`src/hdl/bmf_cell.sv`:
```
module bmf_cell #(
  parameter int CSW  = 11,
  parameter int SUMW = 14
) (
  input  logic            clk,
  input  logic            shift,
  input  logic [CSW-1:0]  d,
  input  logic            mask,
  input  logic [SUMW-1:0] acc_in,
  output logic [CSW-1:0]  q,
  output logic [SUMW-1:0] acc_out
);

  assign acc_out = mask ? acc_in + SUMW'(q) : acc_in;

  always_ff @(posedge clk) begin
    if (shift) begin
      q <= d;
    end
  end

endmodule

```
`config.mk`:
```
export PLATFORM = sky130hd
export DESIGN_NAME = bmf_cell
export DESIGN_NICKNAME = d
export VERILOG_FILES = /design/src/hdl/bmf_cell.sv
export SDC_FILE = /design/constraint.sdc
export NUM_CORES = 1
export LEC_CHECK = 0
export BUFFER_PORTS_ARGS = -buffer_cell sky130_fd_sc_hd__buf_4
export CORE_AREA = 4 4 54 56
export CTS_CLUSTER_DIAMETER = 50
export DETAILED_ROUTE_END_ITERATION = 7
export DIE_AREA = 0 0 58 60
export PLACE_DENSITY_LB_ADDON = 0.25
export SLEW_MARGIN = 20
export SYNTH_ARGS = -nofsm -noshare
export SYNTH_HDL_FRONTEND = slang
export SYNTH_SLANG_ARGS = --single-unit
export TNS_END_PERCENT = 1
```
`constraint.sdc`:
```
create_clock -name clk -period 3.4 [get_ports clk]
set_input_delay 0.68 -clock clk [delete_from_list [all_inputs] [get_ports clk]]
set_output_delay 0.68 -clock clk [all_outputs]
set_load 0.03 [all_outputs]
```
==> run summary <==
status: complete, no violations
sequential share of power: 28.3%
Root Driver: clkbuf_4
design area: 0.00159 mm²
Initial Util: 43.8%
Crit Path Max Fanout: 3
Mapped Area: 0.00106 mm²
crit start category: input pin
switch share: 39.7%
worst setup margin: 0.0832 ns
vias in the first global route: 1058
final wirelength: 2.93 mm
Worst Max-Slew Pin Slew: 0.513 ns
I/O pin total: 53
count of different cell masters after synthesis: 34
number of I/O port buffers: 52
Nets: 209
initial antenna violation count: 0
routability congestion estimate: 0.858
routed vias: 1090
CP max-delay cell: fa_2
Int Power: 361 µW
clock-pin slew on the worst setup and hold paths: 0.06 ns
Initial DRC Count: 49
largest area contributor in the netlist: edfxtp_1
power per cell area: 375 mW/mm²
WP data required: 2.72 ns
Fmax achieved: 0.301 GHz
Clk network pwr share: 13.9%
crit path cell chain: buf_4, ha_2, fa_2, a21o_1, a221oi_4, nor3_2, o31a_1, o31ai_4, buf_6
Setup crit end kind: primary output
static leakage: 0.000717 µW
syn nets: 148
RSZ-0062 raised after global routing: no
site row count: 18
DRC violations left: 0
DIE WIDTH: 58 µm
final hold vios: 0
yosys warns: 0
Place WS: -0.118 ns
min Tclk post-route: 3.32 ns
final hold slack: 0.590 ns
remaining antenna violation count: 0
Slew Limit Headroom: 65.7%
via/cell ratio: 5.51
Tot GR Track Use: 17.7%
most common cell after layout, fill and taps aside: buf_4
setup_tns: 0 ns
hold buffers post-CTS: 0
Sw Pwr: 237 µW
WL/cell: 14.8 µm
fraction of layout cells with a size suffix above 1: 45.2%
grt total ovfl: 0
CTS sink count: 11
Final Max Slew Viols: 0
CP delay by family, top: compound AO/OA/AOI/OAI gates
TritonCTS clock tree: built
final worst path period share: 97.6%
Biggest register: q
DP HPWL: 2.41 mm
commonest non-fill, non-tap cells in the layout: 58 x buf_4, 11 x edfxtp_1, 10 x ha_1, 8 x a21oi_1
first-pass GRT wire length: 4.80 mm
Final Setup Violations: 0
WP buf/inv: 2
Post-Syn Instances: 108
crit path DAT: 2.64 ns
Placed Area: 0.00153 mm²
H-tree depth: 1
die height: 60 µm
Syn Area/Cell: 9.86 µm²
# Max-Cap Violations: 0
first-pass iteration count of the detailed router: 4
#FFs+latches synth: 11
die area: 0.00348 mm²
Comb pwr share: 57.8%
total CTS buffers: 3
ranking of synthesized cells by area: edfxtp_1 31%, ha_1 13%, mux2_2 7.4%
area delta synth->final: 49.7%
largest net degree at the start of global routing: 17
biggest regs: q: 11 flops
worst-case vdd ir drop: 320 µV
core area: 0.00243 mm²
max reg flops: 11
slowest cell delay on critical path: 0.35 ns
Seq/Total Area, Yosys: 31.0%
n_diodes: 0
Worst Hold Class: in2reg
maximum clock path buffer count: 2
fill cell count: 233
kind of critical path: in2out
top cell type's share of synthesized area: 31.0%
-- through the flow --
stage               power, µW  cells  util, %
finish                    598    198     65.5
global route              637    198     65.5
CTS                       597    196     64.8
global placement          500    192     63.0
detailed placement        505    192     63.0
floorplan                 381    108        -
-- final timing paths --
check | from | end | cells past startpoint
hold / removal | d[8] | q[8] | 1
setup / recovery | acc_in[0] | acc_out[10] | 9
-- per-layer routing --
metal / GRT usage (%) / wire length [µm] / up-vias
met2: 30.0 / 1480 / 36
met4: 8.28 / 59 / 0
li1: - / - / 553
met5: 0 / 0 / -
met3: 1.73 / 146 / 8
met1: 22.5 / 1240 / 493
-- final cells by class --
class | count | area, µm² | area share [%]
well taps | 30 | 37.5 | 2.35
clock buffers | 4 | 26.3 | 1.65
multi-input cells | 92 | 746 | 46.8
inverters | 2 | 7.51 | 0.471
flip-flops and latches | 11 | 330 | 20.7
repair buffers | 59 | 447 | 28.0
-- power groups by stage --
stage | clock network (µW) | logic [µW] | registers [µW]
final | 83.0 | 346 | 169
after CTS | 87.6 | 341 | 169
after floorplan | 0 | 190 | 192
after global routing | 93.7 | 374 | 170
after global placement | 0 | 329 | 171
after detailed placement | 0 | 334 | 172
-- synth_stat cells, drive strengths merged --
cell / count
edfxtp: 11
ha: 11
a21oi: 8
mux2: 7
nand2: 7
nand3: 6
nor2: 6
xnor2: 6
nand4: 5
a21o: 4
a211o: 3
clkbuf: 3
o211ai: 3
o21ai: 3
a2111o: 2
and3: 2
inv: 2
nand2b: 2
nor3: 2
o21a: 2
a2111oi: 1
a211oi: 1
a21boi: 1
a221oi: 1
a31o: 1
a31oi: 1
and4: 1
fa: 1
mux2i: 1
nor4: 1
o31a: 1
o31ai: 1
xor2: 1
-- what timing repair did --
action | CTS | global route
setup endpoints to repair | 2 | 2
setup buffers | 0 | 2
resized for setup | 3 | 2
pin swaps | 2 | 4
-- cell families (layout without fill, tap and decap cells) --
| kind of cell | Yosys count | in the layout | synth area share, % |
|---|---|---|---|
| AO/OA/AOI/OAI | 33 | 33 | 22.7 |
| XOR/XNOR | 7 | 7 | 5.76 |
| adder cells (fa/ha/maj) | 12 | 12 | 14.8 |
| buffers and inverters | 5 | 65 | 1.76 |
| flip-flops | 11 | 11 | 31.0 |
| multiplexers | 8 | 8 | 8.34 |
| AND/OR/NAND/NOR | 32 | 32 | 15.6 |
Power figures use the tool's default switching activity.
